## src/design/rbd_pkg.sv

```systemverilog
// Package for the I/O register bus decoder: transfer types, command and operation
// codes, I/O register addresses and the internal memory reset contents.
// Depends on nothing; every other file uses it by scoped names.
`timescale 1ns / 1ps
package rbd_pkg;

    localparam int INTERNAL_BYTES = 32768;
    localparam int MEM_AW         = $clog2(INTERNAL_BYTES);
    localparam int DMA_BYTES      = 160;
    localparam int DMA_CNT_W      = $clog2(DMA_BYTES + 1);
    localparam int QUEUE_DEPTH    = 2;
    localparam int QUEUE_PTR_W    = $clog2(QUEUE_DEPTH);
    localparam int QUEUE_CNT_W    = $clog2(QUEUE_DEPTH + 1);

    localparam logic [6:0]        IO_PAGE_IDX  = 7'h7F;
    localparam logic [MEM_AW-1:0] DMA_DEST_IDX = 15'h7E00;

    localparam logic [15:0] ADDR_P1   = 16'hFF00;
    localparam logic [15:0] ADDR_SC   = 16'hFF02;
    localparam logic [15:0] ADDR_DIV  = 16'hFF04;
    localparam logic [15:0] ADDR_TIMA = 16'hFF05;
    localparam logic [15:0] ADDR_TMA  = 16'hFF06;
    localparam logic [15:0] ADDR_TAC  = 16'hFF07;
    localparam logic [15:0] ADDR_IF   = 16'hFF0F;
    localparam logic [15:0] ADDR_NR10 = 16'hFF10;
    localparam logic [15:0] ADDR_NR30 = 16'hFF1A;
    localparam logic [15:0] ADDR_NR32 = 16'hFF1C;
    localparam logic [15:0] ADDR_NR41 = 16'hFF20;
    localparam logic [15:0] ADDR_NR44 = 16'hFF23;
    localparam logic [15:0] ADDR_NR52 = 16'hFF26;
    localparam logic [15:0] ADDR_STAT = 16'hFF41;
    localparam logic [15:0] ADDR_DMA  = 16'hFF46;

    localparam logic [7:0] MASK_P1     = 8'b1100_0000;
    localparam logic [7:0] MASK_SC     = 8'b0111_1110;
    localparam logic [7:0] MASK_IF     = 8'hE0;
    localparam logic [7:0] MASK_IF_LOW = 8'h1F;
    localparam logic [7:0] MASK_TAC    = 8'b1111_1000;
    localparam logic [7:0] MASK_HI     = 8'b1000_0000;
    localparam logic [7:0] MASK_NR30   = 8'b0111_1111;
    localparam logic [7:0] MASK_NR32   = 8'b1001_1111;
    localparam logic [7:0] MASK_NR44   = 8'b0011_1111;
    localparam logic [7:0] MASK_NR52   = 8'b0111_0000;

    typedef enum logic [2:0] {
        CMD_READ_BYTE  = 3'd0,
        CMD_WRITE_BYTE = 3'd1,
        CMD_READ_WORD  = 3'd2,
        CMD_WRITE_WORD = 3'd3,
        CMD_LATCH      = 3'd4
    } cmd_t;

    typedef enum logic [3:0] {
        OP_IDLE,
        OP_CART,
        OP_READ_BYTE,
        OP_READ_WORD,
        OP_WRITE_WORD,
        OP_LATCH,
        OP_STORE,
        OP_DROP,
        OP_DIV,
        OP_TIMA,
        OP_TMA,
        OP_TAC,
        OP_DMA,
        OP_DMA_SKIP
    } op_kind_t;

    typedef enum logic [2:0] {
        ST_CLEAR,
        ST_IDLE,
        ST_STEP1,
        ST_DMA,
        ST_STEP2
    } back_state_t;

    typedef struct packed {
        logic [2:0]  command;
        logic [15:0] address;
        logic [15:0] write_data;
        logic        timer_reload_a;
        logic        timer_reload_b;
    } in_t;

    typedef struct packed {
        logic [15:0] read_data;
        logic        cart_request;
        logic        cart_write;
        logic        cart_word;
        logic [15:0] cart_address;
        logic [15:0] cart_data;
        logic        divider_reset;
        logic        tac_written;
        logic [7:0]  previous_tac;
        logic [7:0]  reload_value;
        logic        dma_skipped;
    } out_t;

    typedef struct packed {
        op_kind_t    kind;
        logic [15:0] address;
        logic [15:0] data;
        logic [7:0]  value;
        logic        cart_write;
        logic        cart_word;
        logic        reload_a;
        logic        reload_b;
    } op_t;

    function automatic logic [7:0] reset_byte(logic [MEM_AW-1:0] idx);
        logic [7:0] v;
        v = 8'h00;
        if (idx[MEM_AW-1:8] == IO_PAGE_IDX) begin
            unique case (idx[7:0])
                8'h01, 8'h05, 8'h06, 8'h17, 8'h21, 8'h22, 8'h42, 8'h43,
                8'h45, 8'h4A, 8'h4B, 8'hFF: v = 8'h00;
                8'h02: v = 8'h7E;
                8'h07: v = 8'hF8;
                8'h0F: v = 8'hE1;
                8'h10: v = 8'h80;
                8'h11, 8'h14, 8'h19, 8'h1E, 8'h23: v = 8'hBF;
                8'h12, 8'h25: v = 8'hF3;
                8'h16: v = 8'h3F;
                8'h1A: v = 8'h7F;
                8'h1C: v = 8'h9F;
                8'h24: v = 8'h77;
                8'h26: v = 8'hF0;
                8'h40: v = 8'h91;
                8'h41: v = 8'h83;
                8'h44: v = 8'h90;
                8'h47: v = 8'hFC;
                default: v = 8'hFF;
            endcase
        end
        return v;
    endfunction

endpackage

```

## src/design/rbd_queue.sv

```systemverilog
// Short operation queue between the front and back ends of the bus decoder.
// Depends on rbd_pkg.
`timescale 1ns / 1ps
module rbd_queue (
    input  logic         aclk,
    input  logic         aresetn,
    input  logic         push,
    input  rbd_pkg::op_t push_op,
    output logic         push_ready,
    input  logic         pop,
    output logic         pop_valid,
    output rbd_pkg::op_t pop_op
);

    rbd_pkg::op_t                      entry_reg [rbd_pkg::QUEUE_DEPTH];
    logic [rbd_pkg::QUEUE_PTR_W-1:0]   wr_ptr_reg, wr_ptr_next;
    logic [rbd_pkg::QUEUE_PTR_W-1:0]   rd_ptr_reg, rd_ptr_next;
    logic [rbd_pkg::QUEUE_CNT_W-1:0]   count_reg, count_next;

    always_comb begin
        wr_ptr_next = wr_ptr_reg;
        rd_ptr_next = rd_ptr_reg;
        count_next  = count_reg;
        if (push) begin
            wr_ptr_next = (wr_ptr_reg == rbd_pkg::QUEUE_PTR_W'(rbd_pkg::QUEUE_DEPTH - 1))
                          ? '0 : wr_ptr_reg + 1'b1;
        end
        if (pop) begin
            rd_ptr_next = (rd_ptr_reg == rbd_pkg::QUEUE_PTR_W'(rbd_pkg::QUEUE_DEPTH - 1))
                          ? '0 : rd_ptr_reg + 1'b1;
        end
        if (push && !pop) begin
            count_next = count_reg + 1'b1;
        end else if (pop && !push) begin
            count_next = count_reg - 1'b1;
        end
    end

    always_ff @(posedge aclk) begin
        if (!aresetn) begin
            wr_ptr_reg <= '0;
            rd_ptr_reg <= '0;
            count_reg  <= '0;
        end else begin
            wr_ptr_reg <= wr_ptr_next;
            rd_ptr_reg <= rd_ptr_next;
            count_reg  <= count_next;
        end
    end

    always_ff @(posedge aclk) begin
        if (push) begin
            entry_reg[wr_ptr_reg] <= push_op;
        end
    end

    assign push_ready = count_reg != rbd_pkg::QUEUE_CNT_W'(rbd_pkg::QUEUE_DEPTH);
    assign pop_valid  = count_reg != '0;
    assign pop_op     = entry_reg[rd_ptr_reg];

`ifndef SYNTH
    a_no_underflow: assert property (@(posedge aclk) disable iff (!aresetn)
        pop |-> pop_valid) else $error("pop from an empty queue");
    a_no_overflow: assert property (@(posedge aclk) disable iff (!aresetn)
        push |-> push_ready) else $error("push into a full queue");
    a_count_range: assert property (@(posedge aclk) disable iff (!aresetn)
        count_reg <= rbd_pkg::QUEUE_CNT_W'(rbd_pkg::QUEUE_DEPTH))
        else $error("queue count out of range");
`endif

endmodule

```

## config.mk

```make
export PLATFORM = sky130hd
export DESIGN_NAME = rbd_queue
export DESIGN_NICKNAME = d
export VERILOG_FILES = /design/src/design/rbd_pkg.sv /design/src/design/rbd_queue.sv
export SDC_FILE = /design/constraint.sdc
export NUM_CORES = 1
export LEC_CHECK = 0
export BUFFER_PORTS_ARGS = -buffer_cell sky130_fd_sc_hd__buf_2
export CAP_MARGIN = 20
export CORE_ASPECT_RATIO = 0.7
export CORE_MARGIN = 2
export CORE_UTILIZATION = 30
export DETAILED_ROUTE_END_ITERATION = 8
export GPL_TIMING_DRIVEN = 0
export PLACE_DENSITY = 0.48
export SLEW_MARGIN = 10
export SYNTH_ARGS = -nofsm -noshare
export SYNTH_HDL_FRONTEND = slang
export SYNTH_SLANG_ARGS = --single-unit
```

## constraint.sdc

```tcl
create_clock -name aclk -period 6.5 [get_ports aclk]
set_input_delay 0.65 -clock aclk [delete_from_list [all_inputs] [get_ports aclk]]
set_output_delay 0.65 -clock aclk [all_outputs]
set_load 0.01 [all_outputs]
```

==> results.toml <==
[run_status]
status = "finished clean"

[layout]
nFillCells = 1106
drive_above_1_share_pct = 42.4
diodes = 0
area_growth_pct = 28.3
regArea_sq_mm = 0.00298
multi_input_area_sq_um = 664
fin_area_sq_mm = 0.00472
layout.nets = 338
largest_register_ffs = 96

[synth]
yosys.area.top_type_share_pct = 78.3
synth_edf_count = 96
synth_area_leaders = "edfxtp_1, mux2_1, dfxtp_1"
ys_seq_area_share_pct = 81.0
synth_top_cell_by_area = "edfxtp_1"
synth_fp_nets = 224
async_flop_share_pct = 0
syn_inst = 171
synth_warnings = 0
avgSynthCellArea_sq_um = 21.5
synthFlopType = "edfxtp_1"
synth.distinct_cells = 18
yosys_register_bits = 101
synth_area_sq_mm = 0.00368

[die]
row_count = 33
die_h_um = 96.7
dieArea_sq_mm = 0.0132
ios = 102
start_util_pct = 31.1
core-area_sq_mm = 0.0119
die_w_um = 136

[clocking]
cts_tree = "built"
cts-resized-gates = 0
cts_setup_buffers = 0
htreeDepth = 3
cts_buffers = 9
clockBufferDepth = 2
clock_latency_ns = 0.33
cts_sinks = 101
hold_buffers = 0
path_clk_slew_ns = 0.07
root_buffer = "clkbuf_16"

[setup_path]
worst_path_max_delay_cell = "mux2_1"
arrival_ns = 1.57
critPathCaptureType = "output pin"
crit_family = "buffers and inverters"
worst-path-buf-inv = 3
critPathMaxStageDelay_ns = 0.35
path_max_fanout = 10
start_kind = "register"
required_ns = 5.85
critPathCapture = "pop_op[11]"
crit_cells = 4
r2r_slack_ns = 4.92
r2r_cells = 2
r2r-start = "wr_ptr_reg$_SDFFE_PN0P_"
worstSetupPathType = "reg -> out"
worstPathCellList = "buf_4, buf_6, mux2_1, buf_2"
reg2reg_to = "entry_reg[0][16]$_DFFE_PP_"

[drt]
vias = 1864
drtPass1Iterations = 4
wl_per_cell_um = 14.2
drc = 0
via_per_inst = 4.17
drtAntennaViolNets = 0
first_iter_violations = 22
wl_mm = 6.36

[min_path]
holdPathStages = 1
hp-class = "in -> reg"

[timing]
setup_tns_ns = 0
clock_skew_ns = 0.00755
worstMarginPinSlew_ns = 0.821
fin_crit_sh_pct = 34.1
final_hold_viol_count = 0
whs_ns = 0.500
relSlewSlack_pct = 45.1
min_period_ns = 2.22
setup_viol = 0
drv_slew = 0
rsz0062_at_grt = "false"
fmax_mhz = 451

[place]
globalplace.congestion = 0.609
io_buffers = 101
placed_area_sq_mm = 0.00443
hpwlAfterDp_mm = 4.39

[global_route]
grt_max_degree = 27
grt_pass1_vias = 1958
grt_pass1_wl_mm = 9.85
grt_overflow = 0
grt_usage_pct = 10.1
grt_antenna_before_repair = 1

[power]
power_density_mw_per_mm2 = 300
vdd_drop_max_v = 0.000109
p_total_mw = 1.42
p_leak_nw = 1.77

[job]
cap_viol_max_count = 0
## layer usage
metal | wire, um | GRT usage (%) | vias to the layer above
met1 | 2720 | 11.7 | 892
met4 | 76 | 3.37 | 0
li1 | - | - | 898
met3 | 580 | 4.93 | 9
met5 | 0 | 0 | -
met2 | 2980 | 16.3 | 65
## layout make-up
cell class                 count  area share [%]
tap                          157            4.16
clock buffer                  10            4.85
buffer                         5           0.847
multi-input combinational     64            14.1
inverter                       1          0.0794
timing repair buffer         103            11.5
clock inverter                 6            1.32
sequential                   101            63.1
## worst min path at each step
stage	from	endpoint	slack, ns
floorplan	count_reg[1]$_SDFFE_PN0P_	count_reg[1]$_SDFFE_PN0P_	0.47
global placement	count_reg[1]$_SDFFE_PN0P_	count_reg[1]$_SDFFE_PN0P_	0.48
detailed placement	count_reg[1]$_SDFFE_PN0P_	count_reg[1]$_SDFFE_PN0P_	0.50
CTS	push_op[30]	entry_reg[1][30]$_DFFE_PP_	0.49
global route	push_op[41]	entry_reg[0][41]$_DFFE_PP_	0.48
finish	push_op[37]	entry_reg[1][37]$_DFFE_PP_	0.50
## stage by stage
step	utilization, %	setup slack, ns	instances
3_5_place_dp	37.4	4.38	431
4_1_cts	39.9	4.22	447
2_1_floorplan	-	3.23	171
3_3_place_gp	37.0	1.70	429
5_1_grt	39.9	4.18	447
6_report	39.9	4.28	447
## cell usage in the layout, fill, tap and decap left out, types with 2 or more instances in the layout
cell / count
buf_12: 2
buf_6: 2
buf_2: 103
dfxtp_1: 5
clkbuf_16: 9
and2_1: 3
xor2_1: 2
clkinv_1: 2
mux2_1: 48
edfxtp_1: 96
## report_power, final
group	leakage, nW	switching [mW]	internal, mW
clock network	0.138	0.217	0.298
registers	0.943	0.00806	0.751
logic	0.693	0.0766	0.0670
## cells by family after synthesis
| family | share of synthesized area [%] |
|---|---|
| muxes | 14.7 |
| and+or+nand+nor | 1.53 |
| xor gates and xnor gates | 0.714 |
| DFF | 81.0 |
| AOI/OAI and AO/OA | 0.544 |
| buffers and inverters | 1.19 |
| adders and majority gates | 0.340 |
## synthesized netlist by cell type (2+ instances only)
master and instances:
edfxtp_1 96, mux2_1 48, xor2_1 2, buf_2 2
dfxtp_1 5, nor2b_1 2, and2_1 4, buf_6 2
(Power assumes the default switching activity.)
