**src/design/rbd_pkg.sv**
```systemverilog
// Package for the I/O register bus decoder: transfer types, command and operation
// codes, I/O register addresses and the internal memory reset contents.
// Depends on nothing; every other file uses it by scoped names.
`timescale 1ns / 1ps
package rbd_pkg;

    localparam int INTERNAL_BYTES = 32768;
    localparam int MEM_AW         = $clog2(INTERNAL_BYTES);
    localparam int DMA_BYTES      = 160;
    localparam int DMA_CNT_W      = $clog2(DMA_BYTES + 1);
    localparam int QUEUE_DEPTH    = 2;
    localparam int QUEUE_PTR_W    = $clog2(QUEUE_DEPTH);
    localparam int QUEUE_CNT_W    = $clog2(QUEUE_DEPTH + 1);

    localparam logic [6:0]        IO_PAGE_IDX  = 7'h7F;
    localparam logic [MEM_AW-1:0] DMA_DEST_IDX = 15'h7E00;

    localparam logic [15:0] ADDR_P1   = 16'hFF00;
    localparam logic [15:0] ADDR_SC   = 16'hFF02;
    localparam logic [15:0] ADDR_DIV  = 16'hFF04;
    localparam logic [15:0] ADDR_TIMA = 16'hFF05;
    localparam logic [15:0] ADDR_TMA  = 16'hFF06;
    localparam logic [15:0] ADDR_TAC  = 16'hFF07;
    localparam logic [15:0] ADDR_IF   = 16'hFF0F;
    localparam logic [15:0] ADDR_NR10 = 16'hFF10;
    localparam logic [15:0] ADDR_NR30 = 16'hFF1A;
    localparam logic [15:0] ADDR_NR32 = 16'hFF1C;
    localparam logic [15:0] ADDR_NR41 = 16'hFF20;
    localparam logic [15:0] ADDR_NR44 = 16'hFF23;
    localparam logic [15:0] ADDR_NR52 = 16'hFF26;
    localparam logic [15:0] ADDR_STAT = 16'hFF41;
    localparam logic [15:0] ADDR_DMA  = 16'hFF46;

    localparam logic [7:0] MASK_P1     = 8'b1100_0000;
    localparam logic [7:0] MASK_SC     = 8'b0111_1110;
    localparam logic [7:0] MASK_IF     = 8'hE0;
    localparam logic [7:0] MASK_IF_LOW = 8'h1F;
    localparam logic [7:0] MASK_TAC    = 8'b1111_1000;
    localparam logic [7:0] MASK_HI     = 8'b1000_0000;
    localparam logic [7:0] MASK_NR30   = 8'b0111_1111;
    localparam logic [7:0] MASK_NR32   = 8'b1001_1111;
    localparam logic [7:0] MASK_NR44   = 8'b0011_1111;
    localparam logic [7:0] MASK_NR52   = 8'b0111_0000;

    typedef enum logic [2:0] {
        CMD_READ_BYTE  = 3'd0,
        CMD_WRITE_BYTE = 3'd1,
        CMD_READ_WORD  = 3'd2,
        CMD_WRITE_WORD = 3'd3,
        CMD_LATCH      = 3'd4
    } cmd_t;

    typedef enum logic [3:0] {
        OP_IDLE,
        OP_CART,
        OP_READ_BYTE,
        OP_READ_WORD,
        OP_WRITE_WORD,
        OP_LATCH,
        OP_STORE,
        OP_DROP,
        OP_DIV,
        OP_TIMA,
        OP_TMA,
        OP_TAC,
        OP_DMA,
        OP_DMA_SKIP
    } op_kind_t;

    typedef enum logic [2:0] {
        ST_CLEAR,
        ST_IDLE,
        ST_STEP1,
        ST_DMA,
        ST_STEP2
    } back_state_t;

    typedef struct packed {
        logic [2:0]  command;
        logic [15:0] address;
        logic [15:0] write_data;
        logic        timer_reload_a;
        logic        timer_reload_b;
    } in_t;

    typedef struct packed {
        logic [15:0] read_data;
        logic        cart_request;
        logic        cart_write;
        logic        cart_word;
        logic [15:0] cart_address;
        logic [15:0] cart_data;
        logic        divider_reset;
        logic        tac_written;
        logic [7:0]  previous_tac;
        logic [7:0]  reload_value;
        logic        dma_skipped;
    } out_t;

    typedef struct packed {
        op_kind_t    kind;
        logic [15:0] address;
        logic [15:0] data;
        logic [7:0]  value;
        logic        cart_write;
        logic        cart_word;
        logic        reload_a;
        logic        reload_b;
    } op_t;

    function automatic logic [7:0] reset_byte(logic [MEM_AW-1:0] idx);
        logic [7:0] v;
        v = 8'h00;
        if (idx[MEM_AW-1:8] == IO_PAGE_IDX) begin
            unique case (idx[7:0])
                8'h01, 8'h05, 8'h06, 8'h17, 8'h21, 8'h22, 8'h42, 8'h43,
                8'h45, 8'h4A, 8'h4B, 8'hFF: v = 8'h00;
                8'h02: v = 8'h7E;
                8'h07: v = 8'hF8;
                8'h0F: v = 8'hE1;
                8'h10: v = 8'h80;
                8'h11, 8'h14, 8'h19, 8'h1E, 8'h23: v = 8'hBF;
                8'h12, 8'h25: v = 8'hF3;
                8'h16: v = 8'h3F;
                8'h1A: v = 8'h7F;
                8'h1C: v = 8'h9F;
                8'h24: v = 8'h77;
                8'h26: v = 8'hF0;
                8'h40: v = 8'h91;
                8'h41: v = 8'h83;
                8'h44: v = 8'h90;
                8'h47: v = 8'hFC;
                default: v = 8'hFF;
            endcase
        end
        return v;
    endfunction

endpackage

```
**src/design/rbd_front.sv**
```systemverilog
// Front end of the I/O register bus decoder: accepts input transfers and classifies
// them into operations for the back end. Depends on rbd_pkg.
`timescale 1ns / 1ps
module rbd_front (
    input  logic         aclk,
    input  logic         aresetn,
    input  logic         s_valid,
    output logic         s_ready,
    input  rbd_pkg::in_t s_payload,
    input  logic         clearing,
    input  logic         q_ready,
    output logic         q_push,
    output rbd_pkg::op_t q_op
);

    logic [15:0] a;
    logic [7:0]  val;
    logic        cart;
    logic        ign;
    logic        page_cart;

    always_comb begin
        a         = s_payload.address;
        val       = s_payload.write_data[7:0];
        cart      = (a <= 16'h7FFF) || (a >= 16'hA000 && a <= 16'hBFFF);
        ign       = (a == 16'hFF03) || (a >= 16'hFF08 && a <= 16'hFF0E) || (a == 16'hFF15)
                    || (a == 16'hFF1F) || (a >= 16'hFF27 && a <= 16'hFF29)
                    || (a >= 16'hFF4C && a <= 16'hFF7F);
        page_cart = (val <= 8'h7F) || (val >= 8'hA0 && val <= 8'hBF);

        q_op          = '0;
        q_op.kind     = rbd_pkg::OP_IDLE;
        q_op.address  = a;
        q_op.data     = s_payload.write_data;
        q_op.value    = val;
        q_op.reload_a = s_payload.timer_reload_a;
        q_op.reload_b = s_payload.timer_reload_b;

        if (s_payload.command <= rbd_pkg::CMD_WRITE_WORD && cart) begin
            q_op.kind       = rbd_pkg::OP_CART;
            q_op.cart_write = (s_payload.command == rbd_pkg::CMD_WRITE_BYTE)
                              || (s_payload.command == rbd_pkg::CMD_WRITE_WORD);
            q_op.cart_word  = (s_payload.command == rbd_pkg::CMD_READ_WORD)
                              || (s_payload.command == rbd_pkg::CMD_WRITE_WORD);
            if (s_payload.command == rbd_pkg::CMD_WRITE_BYTE) begin
                q_op.data = {8'h00, val};
            end else if (s_payload.command != rbd_pkg::CMD_WRITE_WORD) begin
                q_op.data = '0;
            end
        end else if (s_payload.command == rbd_pkg::CMD_READ_BYTE) begin
            q_op.kind = rbd_pkg::OP_READ_BYTE;
        end else if (s_payload.command == rbd_pkg::CMD_READ_WORD) begin
            q_op.kind = rbd_pkg::OP_READ_WORD;
        end else if (s_payload.command == rbd_pkg::CMD_WRITE_WORD) begin
            q_op.kind = rbd_pkg::OP_WRITE_WORD;
        end else if (s_payload.command == rbd_pkg::CMD_LATCH) begin
            q_op.kind = rbd_pkg::OP_LATCH;
        end else if (s_payload.command == rbd_pkg::CMD_WRITE_BYTE) begin
            q_op.kind = rbd_pkg::OP_STORE;
            priority if (a == rbd_pkg::ADDR_P1) begin
                q_op.value = val | rbd_pkg::MASK_P1;
            end else if (a == rbd_pkg::ADDR_SC) begin
                q_op.value = val | rbd_pkg::MASK_SC;
            end else if (ign) begin
                q_op.kind = rbd_pkg::OP_DROP;
            end else if (a == rbd_pkg::ADDR_DIV) begin
                q_op.kind  = rbd_pkg::OP_DIV;
                q_op.value = 8'h00;
            end else if (a == rbd_pkg::ADDR_TIMA) begin
                q_op.kind = rbd_pkg::OP_TIMA;
            end else if (a == rbd_pkg::ADDR_TAC) begin
                q_op.kind  = rbd_pkg::OP_TAC;
                q_op.value = val | rbd_pkg::MASK_TAC;
            end else if (a == rbd_pkg::ADDR_TMA) begin
                q_op.kind = rbd_pkg::OP_TMA;
            end else if (a == rbd_pkg::ADDR_IF) begin
                q_op.value = rbd_pkg::MASK_IF | (val & rbd_pkg::MASK_IF_LOW);
            end else if (a == rbd_pkg::ADDR_STAT || a == rbd_pkg::ADDR_NR10) begin
                q_op.value = val | rbd_pkg::MASK_HI;
            end else if (a == rbd_pkg::ADDR_NR30) begin
                q_op.value = val | rbd_pkg::MASK_NR30;
            end else if (a == rbd_pkg::ADDR_NR32) begin
                q_op.value = val | rbd_pkg::MASK_NR32;
            end else if (a == rbd_pkg::ADDR_NR41) begin
                q_op.value = val | rbd_pkg::MASK_P1;
            end else if (a == rbd_pkg::ADDR_NR44) begin
                q_op.value = val | rbd_pkg::MASK_NR44;
            end else if (a == rbd_pkg::ADDR_NR52) begin
                q_op.value = val | rbd_pkg::MASK_NR52;
            end else if (a == rbd_pkg::ADDR_DMA) begin
                q_op.kind = page_cart ? rbd_pkg::OP_DMA_SKIP : rbd_pkg::OP_DMA;
            end else begin
                q_op.value = val;
            end
        end
    end

    assign s_ready = q_ready && !clearing;
    assign q_push  = s_valid && s_ready;

`ifndef SYNTH
    a_no_accept_clear: assert property (@(posedge aclk) disable iff (!aresetn)
        clearing |-> !q_push) else $error("transfer accepted during memory clear");
    a_push_room: assert property (@(posedge aclk) disable iff (!aresetn)
        q_push |-> q_ready) else $error("push into a full queue");
    a_cart_kind: assert property (@(posedge aclk) disable iff (!aresetn)
        (q_push && q_op.cart_write) |-> (q_op.kind == rbd_pkg::OP_CART))
        else $error("cartridge write flag on an internal operation");
`endif

endmodule

```
**config.mk**
```make
export PLATFORM = sky130hd
export DESIGN_NAME = rbd_front
export DESIGN_NICKNAME = d
export VERILOG_FILES = /design/src/design/rbd_pkg.sv /design/src/design/rbd_front.sv
export SDC_FILE = /design/constraint.sdc
export NUM_CORES = 1
export LEC_CHECK = 0
export BUFFER_PORTS_ARGS = -buffer_cell sky130_fd_sc_hd__buf_2
export CORE_ASPECT_RATIO = 0.5
export CORE_UTILIZATION = 36
export DETAILED_ROUTE_END_ITERATION = 12
export PLACE_DENSITY = 0.81
export SYNTH_ARGS = -nofsm -noshare
export SYNTH_HDL_FRONTEND = slang
export SYNTH_SLANG_ARGS = --single-unit
```
**constraint.sdc**
```tcl
create_clock -name vclk -period 1.75
set_clock_uncertainty 0.1 [all_clocks]
set_input_delay 0.175 -clock vclk [all_inputs]
set_output_delay 0.175 -clock vclk [all_outputs]
set_load 0.03 [all_outputs]
```
==> reports/qor.yml <==
die_area_um2: 3077
seq_area_frac_synth_pct: 0
drcViolationCount: 0
wl_mm: 7.133
pin_count: 92
yosys.area_share.simple_pct: 55.07
io_buffer_count: 86
drt_iter0_drc: 154
cp-end-kind: "output pin"
synth.avg_cell_area_um2: 6.405
dpl.hpwl_mm: 3.258
core_area_um2: 2651
rows: 13
antenna_found_initial: 0
fin_crit_sh_pct: 121.6
drt_first_pass_iters: 5
max_freq_ghz: 0.4699
fill_cells: 122
synth_compound_area_share_pct: 22.83
endpoint: "q_op[45]"
start_kind: "input pin"
peakVddDrop_mv: 0.1660
diodes: 0
dp_slack_ps: -348.1
combPwrFrac_pct: 100.0
crit_fanout: 5
hp-class: "in2out"
run_status: "finished with violations"
drive_gt1_share_pct: 69.82
grt_overflow: 0
seqCellArea_um2: 0
pwr-share-clk_pct: 0
die_y_um: 39.73
gp_congestion: 0.8174
power.switching_fraction_pct: 60.71
arrival_ps: 1850
hold_buffers: 0
p_switching_mw: 0.3672
initial_core_util_pct: 38.65
nets: 319
slowest_stage: "or4_4"
synth_top_family_by_area: "simple AND/OR/NAND/NOR gates"
setup-tns-final_ps: -4021
crit_start: "s_payload[25]"
clkbuf_count: 0
synth_xor_area_share_pct: 2.564
relSlewSlack_pct: 66.02
synth_nets: 202
cap_violations: 0
post-route-util_pct: 85.28
wl_per_cell_um: 22.86
critical_path_required_ps: 1470
pwr-share-seq_pct: 0
syn_to_final_growth_pct: 120.6
dr_wl_met3_um: 902
synth_cell_types: 49
vias: 2009
routed.top_layer: "met4"
syn_inst: 160
power.density_nw_per_um2: 267.5
max_stage_delay_ps: 590
ys.warnings.count: 0
vias_per_cell: 6.439
die_w_um: 77.45
path_cells: "buf_2, or4_4, nor3_4, nand2_1, o211ai_1, a211oi_4, buf_6"
crit_type: "in2out"
grt_pass1_vias: 1605
rsz0062_at_grt: "yes"
seq_cells: 0
grt_usage_pct: 30.68
met1Wirelength_mm: 2.490
muxShareOfSynthArea_pct: 0
setup_slack_ps: -378.0
synthAdderAreaFrac_pct: 0
setup_violations: 26
cell_internal_pwr_mw: 0.2376
hold_viol: 0
drv_slew: 0
violations: "setup timing"
syn-cell-area_um2: 1025
period_needed_ps: 2128
grt_start_max_net_pins: 13
p_leak_nw: 1.031
design_power_total_mw: 0.6047
grt_pass1_wl_mm: 7.293
ant_nets: 0
routed-wl-met2_mm: 3.128
worstMarginPinSlew_ps: 508.4
## layer usage
metal,track usage (%),up-vias
met1,32.67,892
met3,3.023,75
li1,-,809
met2,63.50,233
met5,0,-
met4,16.98,0
## cell usage after synthesis (3+ instances only)
| cell type | count | area share (%) |
|---|---|---|
| xnor2_1 | 3 | 2.6 |
| nand4_1 | 4 | 2.4 |
| clkbuf_1 | 6 | 2.2 |
| a21oi_1 | 5 | 2.4 |
| nand2b_1 | 4 | 2.4 |
| nand2_1 | 8 | 2.9 |
| a31oi_1 | 3 | 1.8 |
| nand3_1 | 3 | 1.5 |
| buf_4 | 18 | 13 |
| o211ai_1 | 3 | 2.2 |
| nor2b_1 | 20 | 12 |
| nor2_1 | 18 | 6.6 |
| nor3_1 | 9 | 4.4 |
| o21a_1 | 3 | 2.2 |
## worst max-delay path, delay by kind of cell
kind	cells	cell delay, ps
buffers and inverters	2	280
AOI/OAI and AO/OA	2	420
and+or+nand+nor	3	970
## cell usage in the layout, fill, tap and decap left out, types with 2 or more instances in the layout
master,instances
and2_1,2
nor4_4,2
inv_1,2
nor2_2,5
a31oi_4,2
buf_2,69
nand3b_1,2
xnor2_1,3
and3b_1,2
nor4bb_1,2
buf_6,23
nand2_4,3
nand2_1,5
nand2b_1,4
nor2_4,4
nand3_1,3
o22ai_1,2
and3_1,2
nor3_4,5
and4_1,2
a32oi_1,2
a21oi_1,2
nor2_1,9
nand4_1,4
a21oi_4,2
o21a_4,2
buf_4,51
a211oi_4,2
nor3_1,3
a2111oi_4,2
nor3b_1,2
nor3_2,2
o211ai_1,3
or4_4,3
nor2b_1,19
## metrics by stage
step / instances / cell area [um2] / hold slack, ps
finish: 312 / 2261 / 250.0
global route: 312 / 2261 / 250.0
CTS: 302 / 2022 / 250.4
detailed placement: 300 / 1800 / 250.4
global placement: 300 / 1800 / 250.4
floorplan: 160 / 1191 / 289.7
## layout make-up
class,instances,area [um2],area share (%)
inverter,2,7.507,0.3320
multi-input combinational,129,1212,53.62
tap,37,46.29,2.048
timing repair buffer,144,994.7,44.00
## power by group through the flow
| stage | registers (mW) | clock network [mW] | logic (mW) |
|---|---|---|---|
| final | 0 | 0 | 0.605 |
| after global placement | 0 | 0 | 0.475 |
| after CTS | 0 | 0 | 0.530 |
| after detailed placement | 0 | 0 | 0.483 |
| after global routing | 0 | 0 | 0.619 |
| after floorplan | 0 | 0 | 0.318 |
## worst min path at each step
stage                  startpoint        to  slack [ps]  depth (start not counted)
CTS                  s_payload[0]   q_op[0]         250                          0
detailed placement   s_payload[0]   q_op[0]         250                          0
finish               s_payload[0]   q_op[0]         250                          0
floorplan           s_payload[36]  q_op[45]         290                          1
global placement     s_payload[0]   q_op[0]         250                          0
global route         s_payload[1]   q_op[1]         250                          0
## timing repair
action                     CTS  global route
gates resized for setup     51            28
gates cloned                 0             0
pin swaps                   19            14
setup endpoints to repair   28            27
buffers inserted             2            10
## logic make-up after synthesis
kind of cell           count (synthesis)
buffers and inverters                 31
XOR/XNOR                               3
AND/OR/NAND/NOR                       93
AO/OA/AOI/OAI                         33
No activity file was read; power rests on OpenSTA's default activity.
